[src/sv/pod_ram.sv]
`default_nettype none
module pod_ram #(
   parameter int WIDTH = 2,
   parameter int DEPTH = 64
) (
   input  wire logic                     clock,
   input  wire logic                     wr_en,
   input  wire logic [$clog2(DEPTH)-1:0] wr_addr,
   input  wire logic [WIDTH-1:0]         wr_data,
   input  wire logic [$clog2(DEPTH)-1:0] rd_addr,
   output logic      [WIDTH-1:0]         rd_data
);
   logic [WIDTH-1:0] mem_ff [DEPTH];
   logic [WIDTH-1:0] rd_data_ff;

   always_ff @(posedge clock) begin
      if (wr_en) begin
         mem_ff[wr_addr] <= wr_data;
      end
      rd_data_ff <= mem_ff[rd_addr];
   end

   assign rd_data = rd_data_ff;
endmodule
`default_nettype wire

[config.mk]
export PLATFORM = sky130hd
export DESIGN_NAME = pod_ram
export DESIGN_NICKNAME = d
export VERILOG_FILES = /design/src/sv/pod_ram.sv
export SDC_FILE = /design/constraint.sdc
export NUM_CORES = 1
export LEC_CHECK = 0
export BUFFER_PORTS_ARGS = -buffer_cell sky130_fd_sc_hd__buf_2
export CAP_MARGIN = 15
export CORE_ASPECT_RATIO = 2
export CORE_MARGIN = 2
export CORE_UTILIZATION = 40
export DETAILED_ROUTE_END_ITERATION = 7
export GPL_TIMING_DRIVEN = 0
export HOLD_SLACK_MARGIN = 0.05
export SYNTH_ARGS = -nofsm -noshare
export SYNTH_HDL_FRONTEND = slang
export SYNTH_SLANG_ARGS = --single-unit
[constraint.sdc]
create_clock -name clock -period 3.05 [get_ports clock]
set_input_delay 0 -clock clock [delete_from_list [all_inputs] [get_ports clock]]
set_output_delay 0 -clock clock [all_outputs]
set_load 0.01 [all_outputs]
# [Yosys cells after proc, flatten, opt, wreduce, memory -nomap -nowiden]
# Memories as Yosys holds them, arrays and structs flattened. A register that Yosys moved wholly into a read port is not among the register bits.
# Index checks and enable logic that the tools add are counted.
[word_totals] ff_bits=0 latch_bits=0 ram_bits=128 romBits=0 elab_cells=3 n_memories=1
[classes] n_addsub=0 multipliers=0 div=0 order_cmp=0 eq_ne=0 n_shift=0 muxes=2 bitwise_logic=0 reduce_logical=0
[memory_table] name="mem_ff" words=64 word_bits=2 rd=1 rd_clocked_by_memory_dff=1 wr=1 line="13" source="logic [WIDTH-1:0] mem_ff [DEPTH];"
[op_table] op="1-bit 2-to-1 mux" n=2

# [Depth between registers and ports, before layout]
# Gate-level depths: netlist of the first run.
[depth] word_depth=2 mapped_depth=7 ltp_nobuf=5

# [Least setup slack after synthesis of the first run]
# Ideal clock, no wire load.
[synth_path] kind="reg-to-reg" from="memory mem_ff[35][0]" to="register rd_data_ff[0], in the netlist rd_data[0] (read register of mem_ff)" setup_time_ns=0.120 arrival_time_ns=1.421 required_ns=2.930 slack_ns=1.509 path_stages_with_launch=6 n_path_buf=0 period_less_slack_ns=1.541 path_cell_list="edfxtp_1 -> mux4_2 -> a22o_1 -> o21ai_0 -> a21oi_1 -> a211o_1"
[synth_rtl] element="start: declaration" line="13"
[synth_rtl] element="end: declaration" line="14" source="logic [WIDTH-1:0] rd_data_ff;"

==> flow_metrics.env, run 1 <==
export IMPL_muxShareOfSynthArea=0.132
export IMPL_powerDensity_nw_per_um2=664
export IMPL_diodes=0
export IMPL_fin_tns_setup_ps=0
export IMPL_cts_resized=0
export IMPL_reg2reg_slack_ps=1310
export IMPL_async_reset_ff_frac=0
export IMPL_antenna_left=0
export IMPL_multi_input_area_um2=1420
export IMPL_start_util=0.406
export IMPL_hp_class="input port to flip-flop"
export IMPL_grt_util_all_layers=0.170
export IMPL_worstSetupEndpointType="flip-flop"
export IMPL_worst_slew_pin_slew_ps=1100
export IMPL_hold_viol=0
export IMPL_fin_crit_ps=1740
export IMPL_fill_cells=1129
export IMPL_setup_violations_final=0
export IMPL_ys_flop_type="edfxtp_1"
export IMPL_required_ps=3340
export IMPL_seq_area_um2=3880
export IMPL_cts_sinks=130
export IMPL_layout_drive_gt1_share=0.209
export IMPL_ys_warn_count=0
export IMPL_postRouteWirelength_um=11500
export IMPL_cap_viol_max_count=0
export IMPL_clock_latency_ps=410
export IMPL_seq_area_frac_synth=0.720
export IMPL_synth_nets=340
export IMPL_p_total_mw=4.13
export IMPL_skew_ps=6.61
export IMPL_intPower_mw=3.26
export IMPL_drv_slew=0
export IMPL_synthAdderAreaFrac=0
export IMPL_syn_area_um2=5400
export IMPL_ir_worst_vdd_uv=428
export IMPL_place_gp_congestion=0.864
export IMPL_synth_seq_cells=130
export IMPL_use_met3=0.0436
export IMPL_clock_fmax_ghz=0.576
export IMPL_clk_path_buf_depth=2
export IMPL_nets=371
export IMPL_area_growth_pct=15.4
export IMPL_synth_top_family_by_area="multiplexers"
export IMPL_synth_simple_area_share=0.0962
export IMPL_cp_arrival_ps=2030
export IMPL_synthCells=324
export IMPL_grt_pass1_wl_um=17700
export IMPL_root_buffer="clkbuf_16"
export IMPL_met2_usage=0.274
export IMPL_viasPerCell=5.64
export IMPL_synth_compound_area_frac=0.0341
export IMPL_core_area_um2=13300
export IMPL_clkPwrFrac=0.469
export IMPL_yosysMostFrequentCell="edfxtp_1"
export IMPL_synth_cell_type_count=37
export IMPL_post_cts_setup_buffers=0
export IMPL_grtUsageMet1=0.216
export IMPL_crit_fanout=1
export IMPL_swShare=0.212
export IMPL_slew_limit_headroom=0.269
export IMPL_rsz0062_at_grt="false"
export IMPL_dp_cells=490
export IMPL_grt_max_degree=65
export IMPL_drt_pass1_iterations=4
export IMPL_cts_tree="yes"
export IMPL_top_usage_layer="met2"
export IMPL_synth_xor_area_frac=0
export IMPL_yosys_area_top_type_share=0.712
export IMPL_drt_iter0_markers=260
export IMPL_antenna_found_initial=0
export IMPL_die_area_um2=14500
export IMPL_fin_util=0.469
export IMPL_die_h_um=168
export IMPL_p_switching_mw=0.877
export IMPL_fin_crit_sh=0.570
export IMPL_yosys_top_cells_area="edfxtp_1, mux4_2, nor2_1"
export IMPL_final_instance_count_excl_fill=523
export IMPL_synth_edff_count=128
export IMPL_yosysTopAreaCell="edfxtp_1"
export IMPL_drc=0
export IMPL_dp_hpwl_um=7510
export IMPL_row_count=60
export IMPL_cts_buffers=17
export IMPL_gr_total_overflow=0
export IMPL_grt_pass1_vias=3097
export IMPL_ios=18
export IMPL_pwr_share_comb=0.051
export IMPL_synth_common_cells="edfxtp_1, nor2_1, mux4_2"
export IMPL_clkTransAtPathRegs_ps=60
export IMPL_wl_per_cell_um=22.0
export IMPL_pwr_share_seq=0.480
export IMPL_synth_area_per_cell_um2=16.7
export IMPL_start_kind="flip-flop"
export IMPL_num_vias=2948
export IMPL_critPathKind="flip-flop to flip-flop"
export IMPL_placement_io_buffers=11
export IMPL_h_tree_depth=4
export IMPL_p_leak_nw=1.94
export IMPL_status="completed"
export IMPL_die_w_um=86.1
[repair_timing]
action | CTS | global route
hold buffers | 1 | 0
hold endpoints to repair | 2 | 0
setup endpoints to repair | 0 | 0
[worst max-delay path: stages, from the launching register on]
cell and delay, ps:
edfxtp_1 360, mux4_2 490, a22o_1 230, o21ai_0 160
a21oi_1 120, a211o_1 260
[placed cells by master (no fill, tap or decap), types with 3 or more instances in the layout]
cell type and count:
mux2i_1 5, o21ai_0 3, edfxtp_1 128, nand2_1 14, clkbuf_16 17, clkbuf_1 13
buf_2 13, nand3b_1 4, nor2_1 70, a22oi_1 6, nand3_1 7, clkinvlp_4 5
buf_6 3, nor2b_1 7, a311oi_1 3, nand2b_1 4, mux4_2 29
[registers in the layout, indices dropped and copies added (netlist names)]
register and cells:
mem_ff 128, rd_data 2
[stage by stage]
step,hold slack (ps),setup WS (ps),area [µm²]
after floorplan,98.9,1510,5400
after global placement,340,1140,5650
after detailed placement,336,1130,5650
after CTS,141,1310,6230
after global routing,171,1230,6230
final,159,1310,6230
[layer usage]
layer  vias up  share of wire
met2       105           0.52
met3        12          0.052
met5         -              0
li1       1333              -
met4         0          0.016
met1      1498           0.41
[layout make-up]
type / instances / area share
plain buffers: 17 / 0.0149
clock buffers: 19 / 0.0695
clock inverters: 13 / 0.0221
inverters: 1 / 0.000603
multi-input cells: 176 / 0.228
flip-flops and latches: 130 / 0.624
well taps: 155 / 0.0311
repair buffers: 12 / 0.0104
[cells by family after synthesis]
family | after synthesis
AOI/OAI and AO/OA | 25
buffers and inverters | 18
DFF | 130
muxes | 35
and+or+nand+nor | 116
[power by group through the flow]
stage                     logic (mW)  registers, mW  clock network, mW
after floorplan                0.124           2.02                  0
after global placement         0.210           2.02                  0
after detailed placement       0.214           2.02                  0
after CTS                      0.216           1.98               1.95
after global routing           0.231           1.98               2.03
final                          0.212           1.98               1.94
[final timing paths]
kind / startpoint / depth (start not counted) / end
hold / removal: wr_addr[0] / 3 / mem_ff[53][1]$_DFFE_PP_
setup / recovery: mem_ff[35][0]$_DFFE_PP_ / 5 / rd_data[0]$_DFF_P_
hold reg to reg: mem_ff[0][1]$_DFFE_PP_ / 5 / rd_data[1]$_DFF_P_
setup reg to reg: mem_ff[35][0]$_DFFE_PP_ / 5 / rd_data[0]$_DFF_P_
Note: power is estimated with default switching activity, not from simulation.
==> run 2: changes to the inputs <==
clock period = 1.7 ns   (was 3.05 ns; I/O delays follow)
==> run 2 against run 1 <==
The run now ends with negative setup slack left; global-route usage is essentially flat; maximum frequency grew 2.2%; sequential share of layout area is 0.13 points lower; core utilization grew 0.094 points; sequential power up 80%; die area stayed put; setup slack worse by 1300 ps; power increased by 79%; non-clock buffer count did not move; critical path type unchanged; critical endpoint unchanged; largest cell class unchanged; highest routed layer unchanged.
==> flow_metrics.env, run 2 (same netlist as run 1, synthesis figures left out) <==
export IMPL_status="complete, but fails checks"
export IMPL_violations="negative setup slack"
export IMPL_fin_util=0.470
export IMPL_fin_crit_ps=1700
export IMPL_worst_slew_pin_slew_ps=1090
export IMPL_grt_max_degree=65
export IMPL_layout_common_cells="edfxtp_1, nor2_1, mux4_2"
export IMPL_layout_drive_gt1_share=0.217
export IMPL_ios=18
export IMPL_clock_fmax_ghz=0.588
export IMPL_rsz0062_at_grt="true"
export IMPL_viasPerCell=5.69
export IMPL_cts_sinks=130
export IMPL_slew_limit_headroom=0.271
export IMPL_finalWorstSetupSlack_ps=-0.0255
export IMPL_die_h_um=168
export IMPL_whs_ps=151
export IMPL_worstReg2RegStart="mem_ff[35][0]$_DFFE_PP_"
export IMPL_place_ws_ps=-218
export IMPL_reg2reg_slack_ps=-0.03
export IMPL_skew_ps=6.30
export IMPL_rr_worst_depth=5
export IMPL_diodes=0
export IMPL_grt_pass1_vias=3091
export IMPL_cap_viol_max_count=0
export IMPL_cts_buffers=17
export IMPL_final_common_cell="edfxtp_1"
export IMPL_r2r_end="rd_data[0]$_DFF_P_"
export IMPL_setup_violations_final=1
export IMPL_post_cts_setup_buffers=0
export IMPL_drt_iter0_markers=264
export IMPL_root_buffer="clkbuf_16"
export IMPL_ir_worst_vdd_uv=771
export IMPL_die_area_um2=14500
export IMPL_dp_cells=490
export IMPL_largest_register_ffs=128
export IMPL_worstHoldPathCells=3
export IMPL_h_tree_depth=4
export IMPL_postRouteWirelength_um=11500
export IMPL_crit_start="mem_ff[35][0]$_DFFE_PP_"
export IMPL_cts_tree="yes"
export IMPL_drt_pass1_iterations=5
export IMPL_fin_crit_sh=1.00
export IMPL_final_instance_count_excl_fill=523
export IMPL_powerDensity_nw_per_um2=1190
export IMPL_hp_class="input port to flip-flop"
export IMPL_wl_per_cell_um=22.0
export IMPL_p_leak_nw=1.94
export IMPL_num_vias=2975
export IMPL_grt_util_all_layers=0.169
export IMPL_required_ps=1990
export IMPL_row_count=60
export IMPL_cp_arrival_ps=1990
export IMPL_clk_path_buf_depth=2
export IMPL_worstSetupEndpointType="flip-flop"
export IMPL_drc=0
export IMPL_grt_pass1_wl_um=17600
export IMPL_dp_hpwl_um=7510
export IMPL_area_growth_pct=15.6
export IMPL_drv_slew=0
export IMPL_fin_area_um2=6240
export IMPL_fill_cells=1125
export IMPL_placement_io_buffers=11
export IMPL_start_util=0.406
export IMPL_antenna_left=0
export IMPL_critPathKind="flip-flop to flip-flop"
export IMPL_fin_tns_setup_ps=-0.0255
export IMPL_die_w_um=86.1
export IMPL_start_kind="flip-flop"
export IMPL_core_area_um2=13300
export IMPL_regMostFlops="mem_ff"
export IMPL_crit_fanout=1
export IMPL_antenna_found_initial=0
export IMPL_gr_total_overflow=0
export IMPL_nets=371
export IMPL_endpoint="rd_data[0]$_DFF_P_"
export IMPL_placed_area_um2=5650
export IMPL_clkTransAtPathRegs_ps=60
export IMPL_place_gp_congestion=0.864
export IMPL_clock_latency_ps=410
export IMPL_hold_viol=0
export IMPL_p_total_mw=7.42
[run 2: cell counts in the layout (fill, tap and decap cells not counted)]
No cell type changed its count.
[run 2: repair_timing]
| action | CTS | global route |
|---|---|---|
| cloned | 0 | 0 |
| endpoints found under the hold margin | 2 | 0 |
| resized for setup | 1 | 3 |
| endpoints found under the setup margin | 1 | 1 |
| pin swaps | 1 | 1 |
| hold buffers | 1 | 0 |
[run 2: worst min-delay path by stage]
stage	start	endpoint
after global routing	wr_addr[1]	mem_ff[54][0]$_DFFE_PP_
after global placement	rd_addr[5]	rd_data[1]$_DFF_P_
final	wr_addr[0]	mem_ff[53][1]$_DFFE_PP_
after floorplan	wr_data[0]	mem_ff[0][0]$_DFFE_PP_
after CTS	wr_addr[0]	mem_ff[55][0]$_DFFE_PP_
after detailed placement	rd_addr[5]	rd_data[1]$_DFF_P_
[run 2: metal layers]
| metal | up-vias | wire [µm] | global-route usage |
|---|---|---|---|
| li1 | 1331 | - | - |
| met1 | 1534 | 4850 | 0.216 |
| met2 | 93 | 5920 | 0.273 |
| met3 | 17 | 492 | 0.0436 |
| met4 | 0 | 223 | 0.0704 |
| met5 | - | 0 | 0 |
[run 2: worst max-delay path: stages (launching register included)]
cell      delay (ps)
edfxtp_1         360
mux4_2           490
a22o_1           250
o21ai_2          150
a21oi_2           80
a211o_1          250
[run 2: cell type report]
type                       instances  area (µm²)  share of cell area
sequential                       130        3880               0.622
clock buffer                      19         433              0.0694
inverter                           1        3.75            0.000602
tap                              155         194              0.0311
multi-input combinational        176        1430               0.229
clock inverter                    13         138              0.0221
buffer                            17        92.6              0.0148
timing repair buffer              12        65.1              0.0104
[run 2: where the power goes]
group / internal, mW / leakage [nW] / switching [mW]
sequential: 3.55 / 1.17 / 0.00637
clock: 2.15 / 0.263 / 1.32
combinational: 0.142 / 0.509 / 0.244
