[src/sv/pod_pkg.sv]
`default_nettype none
package pod_pkg;

   localparam int MAX_POLYGONS = 64;
   localparam int COORD_BITS   = 16;

   localparam int ADDR_BITS  = $clog2(MAX_POLYGONS);
   localparam int COUNT_BITS = $clog2(MAX_POLYGONS + 1);
   localparam int ROOT_BITS  = COORD_BITS + 1;
   localparam int VAL_BITS   = 2 * ROOT_BITS;
   localparam int REM_BITS   = ROOT_BITS + 3;
   localparam int STEP_BITS  = $clog2(ROOT_BITS);
   localparam int COST_BITS  = 32;
   localparam int FIELD_BITS = 16;
   localparam int MASK_BITS  = 64;
   localparam int MIDX_BITS  = 6;
   localparam int PCNT_BITS  = 7;
   localparam int NUM_DIST   = 4;

   localparam logic [COST_BITS-1:0] COST_MAX = '1;

   localparam logic [7:0] REG_DEPOT_X = 8'd0;
   localparam logic [7:0] REG_DEPOT_Y = 8'd1;

   typedef enum logic [2:0] {
      ST_IDLE,
      ST_DIST,
      ST_ADD,
      ST_CMP,
      ST_TR_INIT,
      ST_TR_READ,
      ST_TR_STEP,
      ST_OUT
   } top_state_type;

   typedef enum logic [1:0] {
      DS_IDLE,
      DS_DIFF,
      DS_SQ,
      DS_ROOT
   } dist_state_type;

   function automatic logic [COST_BITS-1:0] sat_add(input logic [COST_BITS-1:0] a,
                                                    input logic [COST_BITS-1:0] b);
      logic [COST_BITS:0] s;
      s = {1'b0, a} + {1'b0, b};
      return s[COST_BITS] ? COST_MAX : s[COST_BITS-1:0];
   endfunction

endpackage
`default_nettype wire

[src/sv/pod_dist.sv]
`default_nettype none
module pod_dist import pod_pkg::*; (
   input  wire logic                  clock,
   input  wire logic                  reset,
   input  wire logic                  start,
   input  wire logic [COORD_BITS-1:0] ax,
   input  wire logic [COORD_BITS-1:0] ay,
   input  wire logic [COORD_BITS-1:0] bx,
   input  wire logic [COORD_BITS-1:0] by,
   output logic      [ROOT_BITS-1:0]  root,
   output logic                       done
);
   dist_state_type state_ff, state_in;
   logic [COORD_BITS-1:0] dx_ff, dx_in, dy_ff, dy_in;
   logic [VAL_BITS-1:0]   val_ff, val_in;
   logic [REM_BITS-1:0]   rem_ff, rem_in;
   logic [ROOT_BITS-1:0]  root_ff, root_in;
   logic [STEP_BITS-1:0]  step_ff, step_in;
   logic                  done_ff, done_in;
   logic [REM_BITS-1:0]   shifted, trial;
   logic [2*COORD_BITS-1:0] sq_x, sq_y;

   always_ff @(posedge clock) begin
      if (reset) begin
         state_ff <= DS_IDLE;
         done_ff  <= 1'b0;
      end else begin
         state_ff <= state_in;
         done_ff  <= done_in;
      end
      dx_ff   <= dx_in;
      dy_ff   <= dy_in;
      val_ff  <= val_in;
      rem_ff  <= rem_in;
      root_ff <= root_in;
      step_ff <= step_in;
   end

   assign sq_x = dx_ff * dx_ff;
   assign sq_y = dy_ff * dy_ff;

   // two radicand bits enter the remainder each cycle
   assign shifted = {rem_ff[REM_BITS-3:0], val_ff[VAL_BITS-1 -: 2]};
   assign trial   = REM_BITS'({root_ff, 2'b01});

   always_comb begin
      state_in = state_ff;
      dx_in    = dx_ff;
      dy_in    = dy_ff;
      val_in   = val_ff;
      rem_in   = rem_ff;
      root_in  = root_ff;
      step_in  = step_ff;
      done_in  = 1'b0;
      unique case (state_ff)
         DS_IDLE: begin
            if (start) state_in = DS_DIFF;
         end
         DS_DIFF: begin
            dx_in    = (ax > bx) ? ax - bx : bx - ax;
            dy_in    = (ay > by) ? ay - by : by - ay;
            state_in = DS_SQ;
         end
         DS_SQ: begin
            val_in   = VAL_BITS'(sq_x) + VAL_BITS'(sq_y);
            rem_in   = '0;
            root_in  = '0;
            step_in  = '0;
            state_in = DS_ROOT;
         end
         DS_ROOT: begin
            val_in = {val_ff[VAL_BITS-3:0], 2'b00};
            if (shifted >= trial) begin
               rem_in  = shifted - trial;
               root_in = {root_ff[ROOT_BITS-2:0], 1'b1};
            end else begin
               rem_in  = shifted;
               root_in = {root_ff[ROOT_BITS-2:0], 1'b0};
            end
            step_in = step_ff + 1'b1;
            if (step_ff == STEP_BITS'(ROOT_BITS - 1)) begin
               done_in  = 1'b1;
               state_in = DS_IDLE;
            end
         end
         default: state_in = DS_IDLE;
      endcase
   end

   assign root = root_ff;
   assign done = done_ff;
endmodule
`default_nettype wire

[config.mk]
export PLATFORM = sky130hd
export DESIGN_NAME = pod_dist
export DESIGN_NICKNAME = d
export VERILOG_FILES = /design/src/sv/pod_pkg.sv /design/src/sv/pod_dist.sv
export SDC_FILE = /design/constraint.sdc
export NUM_CORES = 1
export LEC_CHECK = 0
export BUFFER_PORTS_ARGS = -buffer_cell sky130_fd_sc_hd__buf_2
export CAP_MARGIN = 20
export CORE_MARGIN = 10
export CORE_UTILIZATION = 40
export CTS_BUF_LIST = sky130_fd_sc_hd__clkbuf_4
export CTS_CLUSTER_DIAMETER = 150
export DETAILED_ROUTE_END_ITERATION = 8
export HOLD_SLACK_MARGIN = 0.12
export PLACE_DENSITY = 0.64
export SLEW_MARGIN = 25
export SYNTH_ARGS = -nofsm -noshare
export SYNTH_HDL_FRONTEND = slang
export SYNTH_SLANG_ARGS = --single-unit
[constraint.sdc]
create_clock -name clock -period 7 [get_ports clock]
set_clock_uncertainty 0.2 [all_clocks]
set_input_delay 1.4 -clock clock [delete_from_list [all_inputs] [get_ports clock]]
set_output_delay 1.4 -clock clock [all_outputs]
set_load 0.05 [all_outputs]
After elaboration in Yosys (flattened, before gate mapping)
Cells that the tools add are included.
{"block": "op_classes", "n_lt_le_gt_ge": 3, "addsub": 7, "muxes": 12, "bitwise_logic": 1, "n_eq_ne": 6, "multipliers": 2, "n_reduce_logical": 4}
{"op": "$pmux 34 s2", "n": 1}
{"op": "$mul 16x16->32", "n": 2}
{"op": "$sub 16x16->16", "n": 4}
{"op": "$pmux 18 s2", "n": 1}
{"op": "$pmux 17 s2", "n": 1}
{"op": "$add 32x32->33", "n": 1}
{"op": "$gt 16x16->1", "n": 2}
{"op": "$mux 16", "n": 2}
{"op": "$ge 20x19->1", "n": 1}
{"op": "$mux 18", "n": 1}
{"op": "$sub 18x18->18", "n": 1}
{"op": "$pmux 5 s2", "n": 1}
{"op": "$pmux 2 s4", "n": 1}
{"op": "$add 5x1->5 const B", "n": 1}
{"op": "$eq 5x5->1 const B", "n": 1}
{"op": "$eq 2x2->1 const B", "n": 2}
{"op": "$mux 2", "n": 2}
{"op": "$ne 2x2->1 const B", "n": 2}
{"op": "$eq 2x1->1 const B", "n": 1}
{"op": "$logic_not 2->1", "n": 1}
{"op": "$mux 1", "n": 2}
{"op": "$reduce_and 2->1", "n": 1}
{"op": "$reduce_bool 2->1", "n": 1}
{"op": "$reduce_or 2->1", "n": 1}
{"op": "$not 1->1", "n": 1}
{"block": "word_totals", "wordCells": 43, "regBits": 109}

Longest topological paths before layout
Gate-level depths: netlist (run 1).
{"block": "logic_depth", "word_depth": 3, "ltp_mapped": 29, "depth_no_buf": 26}

Least setup slack after synthesis (run 1)
OpenSTA, ideal clock, no wires.
{"block": "synth_timing", "path_type": "register to register", "startpoint": "register dx_ff[4]", "endpoint": "register val_ff[32] (data pin)", "path_slack_ns": -0.296, "path_stages_with_launch": 22, "setup_ns": 0.267, "required_time_ns": 6.533, "n_path_buf": 1, "arrival_ns": 6.829, "path_cell_list": "edfxtp_1 -> clkbuf_1 -> and2_1 -> fa_1 -> fa_1 -> inv_1 -> fa_1 -> fa_1 -> inv_1 -> fa_1 -> fa_1 -> fa_1 -> fa_1 -> ha_1 -> a21o_1 -> a2111oi_0 -> a41oi_1 -> a41oi_2 -> o211ai_1 -> a31oi_1 -> xnor2_1 -> o21ai_0"}
{"block": "synth_via", "elab_chain_cells": 3}
{"element": "start, declared", "line_no": "pod_dist.sv:14", "source": "logic [COORD_BITS-1:0] dx_ff, dx_in, dy_ff, dy_in;"}
{"element": "start signal, assigned", "line_no": "pod_dist.sv:31", "source": "dx_ff <= dx_in;"}
{"element": "$mul 16x16->32", "line_no": "pod_dist.sv:39", "source": "assign sq_x = dx_ff * dx_ff;"}
{"element": "$add 32x32->33", "line_no": "pod_dist.sv:65", "source": "val_in = VAL_BITS'(sq_x) + VAL_BITS'(sq_y);"}
{"element": "$pmux 34 s2", "line_no": "pod_dist.sv:55", "source": "unique case (state_ff)"}
{"element": "named net val_in[32]", "line_no": "pod_dist.sv:15", "source": "logic [VAL_BITS-1:0] val_ff, val_in;"}
{"element": "end signal, assigned", "line_no": "pod_dist.sv:33", "source": "val_ff <= val_in;"}
{"element": "end, declared", "line_no": "pod_dist.sv:15"}
The timed path passes the listed nets, and every way through them passes these cells.
A chain may end at the register's enable or synchronous reset.

Final worst setup path (run 1)
{"block": "layout_timing", "startpoint": "register dy_ff[12]", "endpoint": "register val_ff[31] (data pin)"}
{"block": "layout_via", "elab_chain_cells": 3}
{"element": "start, declared", "line_no": "pod_dist.sv:14"}
{"element": "start signal, assigned", "line_no": "pod_dist.sv:32", "source": "dy_ff <= dy_in;"}
{"element": "$mul 16x16->32", "line_no": "pod_dist.sv:40", "source": "assign sq_y = dy_ff * dy_ff;"}
{"element": "$add 32x32->33", "line_no": "pod_dist.sv:65"}
{"element": "$pmux 34 s2", "line_no": "pod_dist.sv:55"}
{"element": "named net val_in[31]", "line_no": "pod_dist.sv:15"}
The timed path passes the listed nets, and every way through them passes these cells.

==> key figures, run 1 <==
Yosys
  • Asr flop ratio synth: 0%
  • Gate Count Post-Synth: 2,435
  • Synth cell types: 70
  • Synth Register Bits: 109
  • Post-Syn Area: 0.0230 mm²
  • Syn nets: 3,174
  • Top FF cell, synth: edfxtp_1
  • Mapped Avg Cell Area: 9.44 µm²
  • Count of flip-flops with a built-in enable after synthesis: 106
  • Register area share after synthesis: 14.1%
  • Ys Warns: 0

Finish
  • Fin nets: 3,471
  • Area Overhead vs Synth: 18.2%
  • Share of layout cells above drive strength 1: 19.9%
  • Post-route insts no fill: 3,495
  • Most frequent cells in the layout: inv_1 (577), fa_1 (370), ha_1 (271)
  • Commonest non-fill, non-tap cell in the layout: inv_1
  • Util after Layout: 48.0%

Critical path
  • Startpoint types: flip-flop
  • Crit path from: dy_ff[12]$_DFFE_PN_
  • CP required: 7090 ps
  • Critical path's largest stage delay: 570 ps
  • Worst r2r src: dy_ff[12]$_DFFE_PN_
  • Slowest stage cell, crit path: fa_1
  • Crit Path Max Fanout: 3
  • Reg-to-reg critical path endpoint: val_ff[31]$_DFFE_PP_
  • CP Capture Type: flip-flop
  • Critical Path Sink: val_ff[31]$_DFFE_PP_
  • Cell mode on critical path: fa_1
  • Reg2Reg Setup Slack: -440 ps
  • Arrival @ worst endpoint: 7520 ps
  • Reg2Reg Depth: 26
  • CP Class: flip-flop to flip-flop

Clock network
  • Maximum root-to-sink buffer count: 2
  • Clock Latency Late Sink: 560 ps
  • Clock slew at reported path FFs: 160 ps
  • Number of hold buffers added after cts: 0
  • # H-tree levels: 3
  • CTS root buf: clkbuf_4
  • Clock sinks: 109
  • Cts bufs inserted: 9
  • TritonCTS clock tree: built

Drt
  • ANT nets after route: 0
  • Final wirelength: 54.8 mm
  • Remaining DRCs: 0
  • Router iterations before antenna repair: 7
  • Via Count: 17.2k
  • Vias per cell: 4.93
  • DRT iter0 DRCs: 818
  • WL per Instance: 15.7 µm

Timing
  • Fin worst setup slack: -435 ps
  • Final setup fails: 15
  • Crit share post-route: 106%
  • Worst-Margin Slew: 944 ps
  • Fmax: 134 MHz
  • Max transition margin: 37.0%
  • Fin. max-slew vios: 0
  • Final Hold Viols: 0
  • RSZ-0062 raised after global routing: true
  • Tmin final: 7440 ps

Die
  • Die W: 260 µm
  • Die height: 260 µm
  • Die area: 0.0674 mm²
  • Starting Density: 40.6%
  • Row count: 87
  • Total core area: 0.0566 mm²
  • # IOs: 85

Global route
  • Grt total ovfl: 0
  • Initial antenna violation count: 2
  • First-pass GRT wire length: 91.8 mm
  • GRT Overall Usage: 16.5%
  • Vias in the first global route: 18.8k
  • Pin count of the biggest net entering global routing: 75

Flow run
  • Number of max-cap violations: 0

Place
  • Gpl congestion: 0.897
  • Cells after DPL: 3,410
  • Port Buffer Count: 84
  • DP HPWL: 46.3 mm

Run status
  • Outcome: finished, violations left
  • Failing checks: negative setup slack

Worst hold path
  • Worst min path class: flip-flop to flip-flop
## cell type report
type	count	area, µm²
timing repair buffer	365	2710
tap	756	946
clock buffer	10	75.1
inverter	592	2230
sequential	109	3240
antenna	2	5.00
multi-input combinational	1655	17900
clock inverter	6	104
fill	5369	29400
## sequential cells by signal (all words and copies together) (netlist names)
name / count
done: 1
dx_ff: 16
dy_ff: 16
rem_ff: 18
root: 17
state_ff: 2
step_ff: 5
val_ff: 34
## cells in the mapped netlist, drive strengths merged, types with 17 or more instances
cell / instances / area, µm²
a21o: 54 / 405
a21oi: 85 / 429
and2: 133 / 832
buf: 17 / 87.6
clkbuf: 62 / 234
edfxtp: 106 / 3180
fa: 386 / 7730
ha: 286 / 3580
inv: 591 / 2220
mux2i: 28 / 280
nand2: 176 / 661
nand3: 17 / 85.1
nor2: 110 / 413
nor2b: 23 / 151
o21ai: 78 / 398
xnor2: 54 / 473
xor2: 36 / 315
## through the flow
stage | TNS (ps) | area, µm² | hold slack [ps] | setup WS, ps
after floorplan | -145 | 23200 | 287 | -63.9
after global placement | -3910 | 25800 | 316 | -396
after detailed placement | -7190 | 25800 | 317 | -656
after CTS | -3510 | 26600 | 351 | -419
after global routing | -6580 | 27200 | 384 | -612
final | -3650 | 27200 | 359 | -435
## layer usage
| layer | vias to the layer above | GRT usage, % | share of wire, % |
|---|---|---|---|
| met3 | 53 | 1.95 | 3.9 |
| li1 | 8186 | - | - |
| met2 | 335 | 29.4 | 52 |
| met1 | 8646 | 21.1 | 43 |
| met5 | - | 0 | 0 |
| met4 | 0 | 3.46 | 1.5 |
## worst min-delay path by stage
stage	slack, ps	cells after the start	from	to
CTS	350	2	val_ff[30]$_DFFE_PP_	val_ff[32]$_DFFE_PP_
floorplan	290	2	val_ff[15]$_DFFE_PP_	val_ff[17]$_DFFE_PP_
finish	360	1	val_ff[31]$_DFFE_PP_	val_ff[33]$_SDFFCE_PN0P_
global route	380	2	val_ff[30]$_DFFE_PP_	val_ff[32]$_DFFE_PP_
global placement	320	2	val_ff[15]$_DFFE_PP_	val_ff[17]$_DFFE_PP_
detailed placement	320	2	val_ff[26]$_DFFE_PP_	val_ff[28]$_DFFE_PP_
## kinds of logic (layout without fill, tap and decap cells)
logic type | after synthesis | in the layout | share of synthesized area, %
muxes | 39 | 39 | 1.77
DFF | 109 | 109 | 14.1
AOI/OAI and AO/OA | 327 | 327 | 9.27
xor gates and xnor gates | 90 | 90 | 3.43
adders and majority gates | 672 | 672 | 49.2
and+or+nand+nor | 527 | 527 | 11.2
other | 0 | 2 | 0
buffers and inverters | 671 | 973 | 11.1
## repair_timing
| action | in CTS | in global routing |
|---|---|---|
| buffers inserted | 48 | 19 |
| gates resized for setup | 70 | 115 |
| endpoints found under the setup margin | 18 | 22 |
| pin swaps | 64 | 91 |
| endpoints found under the hold margin | 0 | 0 |
## worst max-delay path, delay by kind of cell, from the launching register on
family | cells | cell delay [ps]
AO/OA/AOI/OAI | 5 | 940
XOR/XNOR | 1 | 160
adder cells (fa/ha/maj) | 9 | 4370
buffers and inverters | 7 | 690
flip-flops | 1 | 450
AND/OR/NAND/NOR | 4 | 390
Power of run 1 is left out: the tool's default activity adds up to more than one toggle a clock period on the data nets, which glitch-free logic cannot reach.
==> inputs of run 2 (changes only) <==
==> constraint.sdc (replaced) <==
create_clock -name clock -period 7 [get_ports clock]
set_clock_uncertainty 0.2 [all_clocks]
set_input_delay 0.35 -clock clock [delete_from_list [all_inputs] [get_ports clock]]
set_output_delay 0.35 -clock clock [all_outputs]
set_load 0.05 [all_outputs]
==> run 2 against run 1 <==
Against the previous run:
- critical path depth unchanged
- first-iteration DRC count decreased by 1.6%
- utilization grew 0.19 points
- flip-flop and latch count unchanged
- critical endpoint unchanged
- via count rose by 0.18%
- final cell count is 0.31% higher
- global-route usage barely moved
- worst setup slack lost 2.6 ps
- the flow still finishes with violations (negative setup slack)
==> key figures, run 2 (synthesis results as in run 1) <==
Die
  • Row count: 87 (unchanged)
  • Die W: 260 µm (unchanged)
  • Die height: 260 µm (unchanged)
  • Starting Density: 40.6% (unchanged)
  • Die area: 0.0674 mm² (unchanged)
  • # IOs: 85 (unchanged)
  • Total core area: 0.0566 mm² (unchanged)

Clock network
  • # H-tree levels: 3 (unchanged)
  • Clock slew at reported path FFs: 180 ps (+20 ps)
  • CTS root buf: clkbuf_4
  • Maximum root-to-sink buffer count: 2 (unchanged)
  • Cts bufs inserted: 9 (unchanged)
  • TritonCTS clock tree: built
  • Clock sinks: 109 (unchanged)
  • Clock Latency Late Sink: 560 ps (about the same)

Worst hold path
  • Hold path cells: 3 (+2)
  • Worst min path class: input pin to flip-flop

Run status
  • Outcome: finished, violations left
  • Failing checks: negative setup slack

Global route
  • Vias in the first global route: 18.9k (+0.39%)
  • GRT Overall Usage: 16.5% (+0.029 points)
  • Met3 Use GR: 1.96% (+0.0097 points)
  • Grt total ovfl: 0 (unchanged)
  • Initial antenna violation count: 2 (unchanged)
  • First-pass GRT wire length: 92.0 mm (+0.19%)
  • Met1 Use GR: 21.1% (unchanged)
  • Pin count of the biggest net entering global routing: 75 (unchanged)
  • GRT busiest layer: met2
  • Met2 GRT Util: 29.5% (+0.095 points)

Critical path
  • Slowest stage cell, crit path: fa_1
  • CP Capture Type: flip-flop
  • Crit path from: dy_ff[12]$_DFFE_PN_
  • CP delay by family, top: adder cells
  • Critical Path Sink: val_ff[31]$_DFFE_PP_
  • Reg-to-reg critical path endpoint: val_ff[31]$_DFFE_PP_
  • Crit Path Max Fanout: 3 (unchanged)
  • Arrival @ worst endpoint: 7530 ps (about the same)
  • Levels on crit path: 26 (unchanged)
  • Worst r2r src: dy_ff[12]$_DFFE_PN_
  • Cell mode on critical path: fa_1
  • Buf/Inv on CP: 7 (unchanged)
  • Reg2Reg Setup Slack: -440 ps (about the same)
  • Reg2Reg Depth: 26 (unchanged)
  • Critical path's largest stage delay: 570 ps (about the same)
  • CP Class: flip-flop to flip-flop
  • Startpoint types: flip-flop
  • CP required: 7090 ps (about the same)

Drt
  • Vias per cell: 4.92 (-0.13%)
  • Via Count: 17.3k (+0.18%)
  • WL per Instance: 15.7 µm (-0.13%)
  • Final wirelength: 54.9 mm (+0.19%)
  • Router iterations before antenna repair: 5 (-2)
  • DRT iter0 DRCs: 805 (-1.6%)
  • ANT nets after route: 0 (unchanged)
  • Remaining DRCs: 0 (unchanged)

Finish
  • Share of layout cells above drive strength 1: 19.8% (-0.080 points)
  • Area Overhead vs Synth: 18.7%
  • Top reg by flops: val_ff
  • Final Cell Area: 0.0273 mm² (+0.41%)
  • Post-route insts no fill: 3,506 (+0.31%)
  • Fin nets: 3,482 (+0.32%)
  • Commonest non-fill, non-tap cell in the layout: inv_1
  • Most frequent cells in the layout: inv_1 (577), fa_1 (370), ha_1 (271)
  • Max reg flops: 34 (unchanged)

Timing
  • Final Hold Viols: 0 (unchanged)
  • Worst-Margin Slew: 955 ps (+10.9 ps)
  • Fin. max-slew vios: 0 (unchanged)
  • Tmin final: 7440 ps (+2.62 ps)
  • Fmax: 134 MHz (about the same)
  • Crit share post-route: 106% (about the same)
  • TNS Setup: -3640 ps (+6.20 ps)
  • Fin worst setup slack: -438 ps (-2.62 ps)
  • RSZ-0062 raised after global routing: true
  • Max transition margin: 36.3% (-0.73 points)
  • Final setup fails: 15 (unchanged)

Flow run
  • Number of max-cap violations: 0 (unchanged)

Place
  • Gpl congestion: 0.897 (unchanged)
  • DP HPWL: 46.3 mm (unchanged)
  • Cell area after placement: 0.0258 mm² (unchanged)
  • Cells after DPL: 3,410 (unchanged)
  • Pre-CTS setup slack: -656 ps (unchanged)
  • Port Buffer Count: 84 (unchanged)
[run 2: cell count changes in the layout (fill, tap and decap cells not counted)]
cell	delta
dlygate4sd3_1	+11
[run 2: worst min path at each step]
| stage | startpoint | to | slack [ps] |
|---|---|---|---|
| after CTS | by[2] | dy_ff[2]$_DFFE_PN_ | 120 |
| final | by[2] | dy_ff[2]$_DFFE_PN_ | 150 |
| after detailed placement | val_ff[26]$_DFFE_PP_ | val_ff[28]$_DFFE_PP_ | 320 |
| after floorplan | reset | state_ff[1]$_SDFFE_PP0P_ | 220 |
| after global routing | ay[15] | dy_ff[15]$_DFFE_PN_ | 130 |
| after global placement | val_ff[15]$_DFFE_PP_ | val_ff[17]$_DFFE_PP_ | 320 |
[run 2: through the flow]
stage / util, % / hold WS (ps)
2_1_floorplan: - / 222
3_3_place_gp: 45.5 / 316
3_5_place_dp: 45.5 / 317
4_1_cts: 47.2 / 120
5_1_grt: 48.2 / 131
6_report: 48.2 / 152
[run 2: area by class of cell]
class	count	area [µm²]
multi-input cells	1655	17900
diodes	2	5.00
repair buffers	376	2820
inverters	592	2230
flip-flops and latches	109	3240
well taps	756	946
clock buffers	10	75.1
clock inverters	6	104
fillers	5363	29300
[run 2: repair_timing]
action	CTS	global route
endpoints found under the hold margin	8	0
buffers inserted	48	19
hold buffers	11	0
pin swaps	64	91
resized for setup	70	115
setup endpoints to repair	18	22
[run 2: per-layer routing]
metal / wire length [µm] / vias to the layer above
li1: - / 8207
met1: 23500 / 8681
met2: 28500 / 315
met3: 2040 / 48
met4: 784 / 0
met5: 0 / -
[run 2: tightest hold or removal path, delay by kind of cell]
kind | cells | cell delay [ps]
adder cells (fa/ha/maj) | 1 | 230
buffers and inverters | 1 | 90
XOR/XNOR | 1 | 100
Power of run 2 is left out for the same reason.
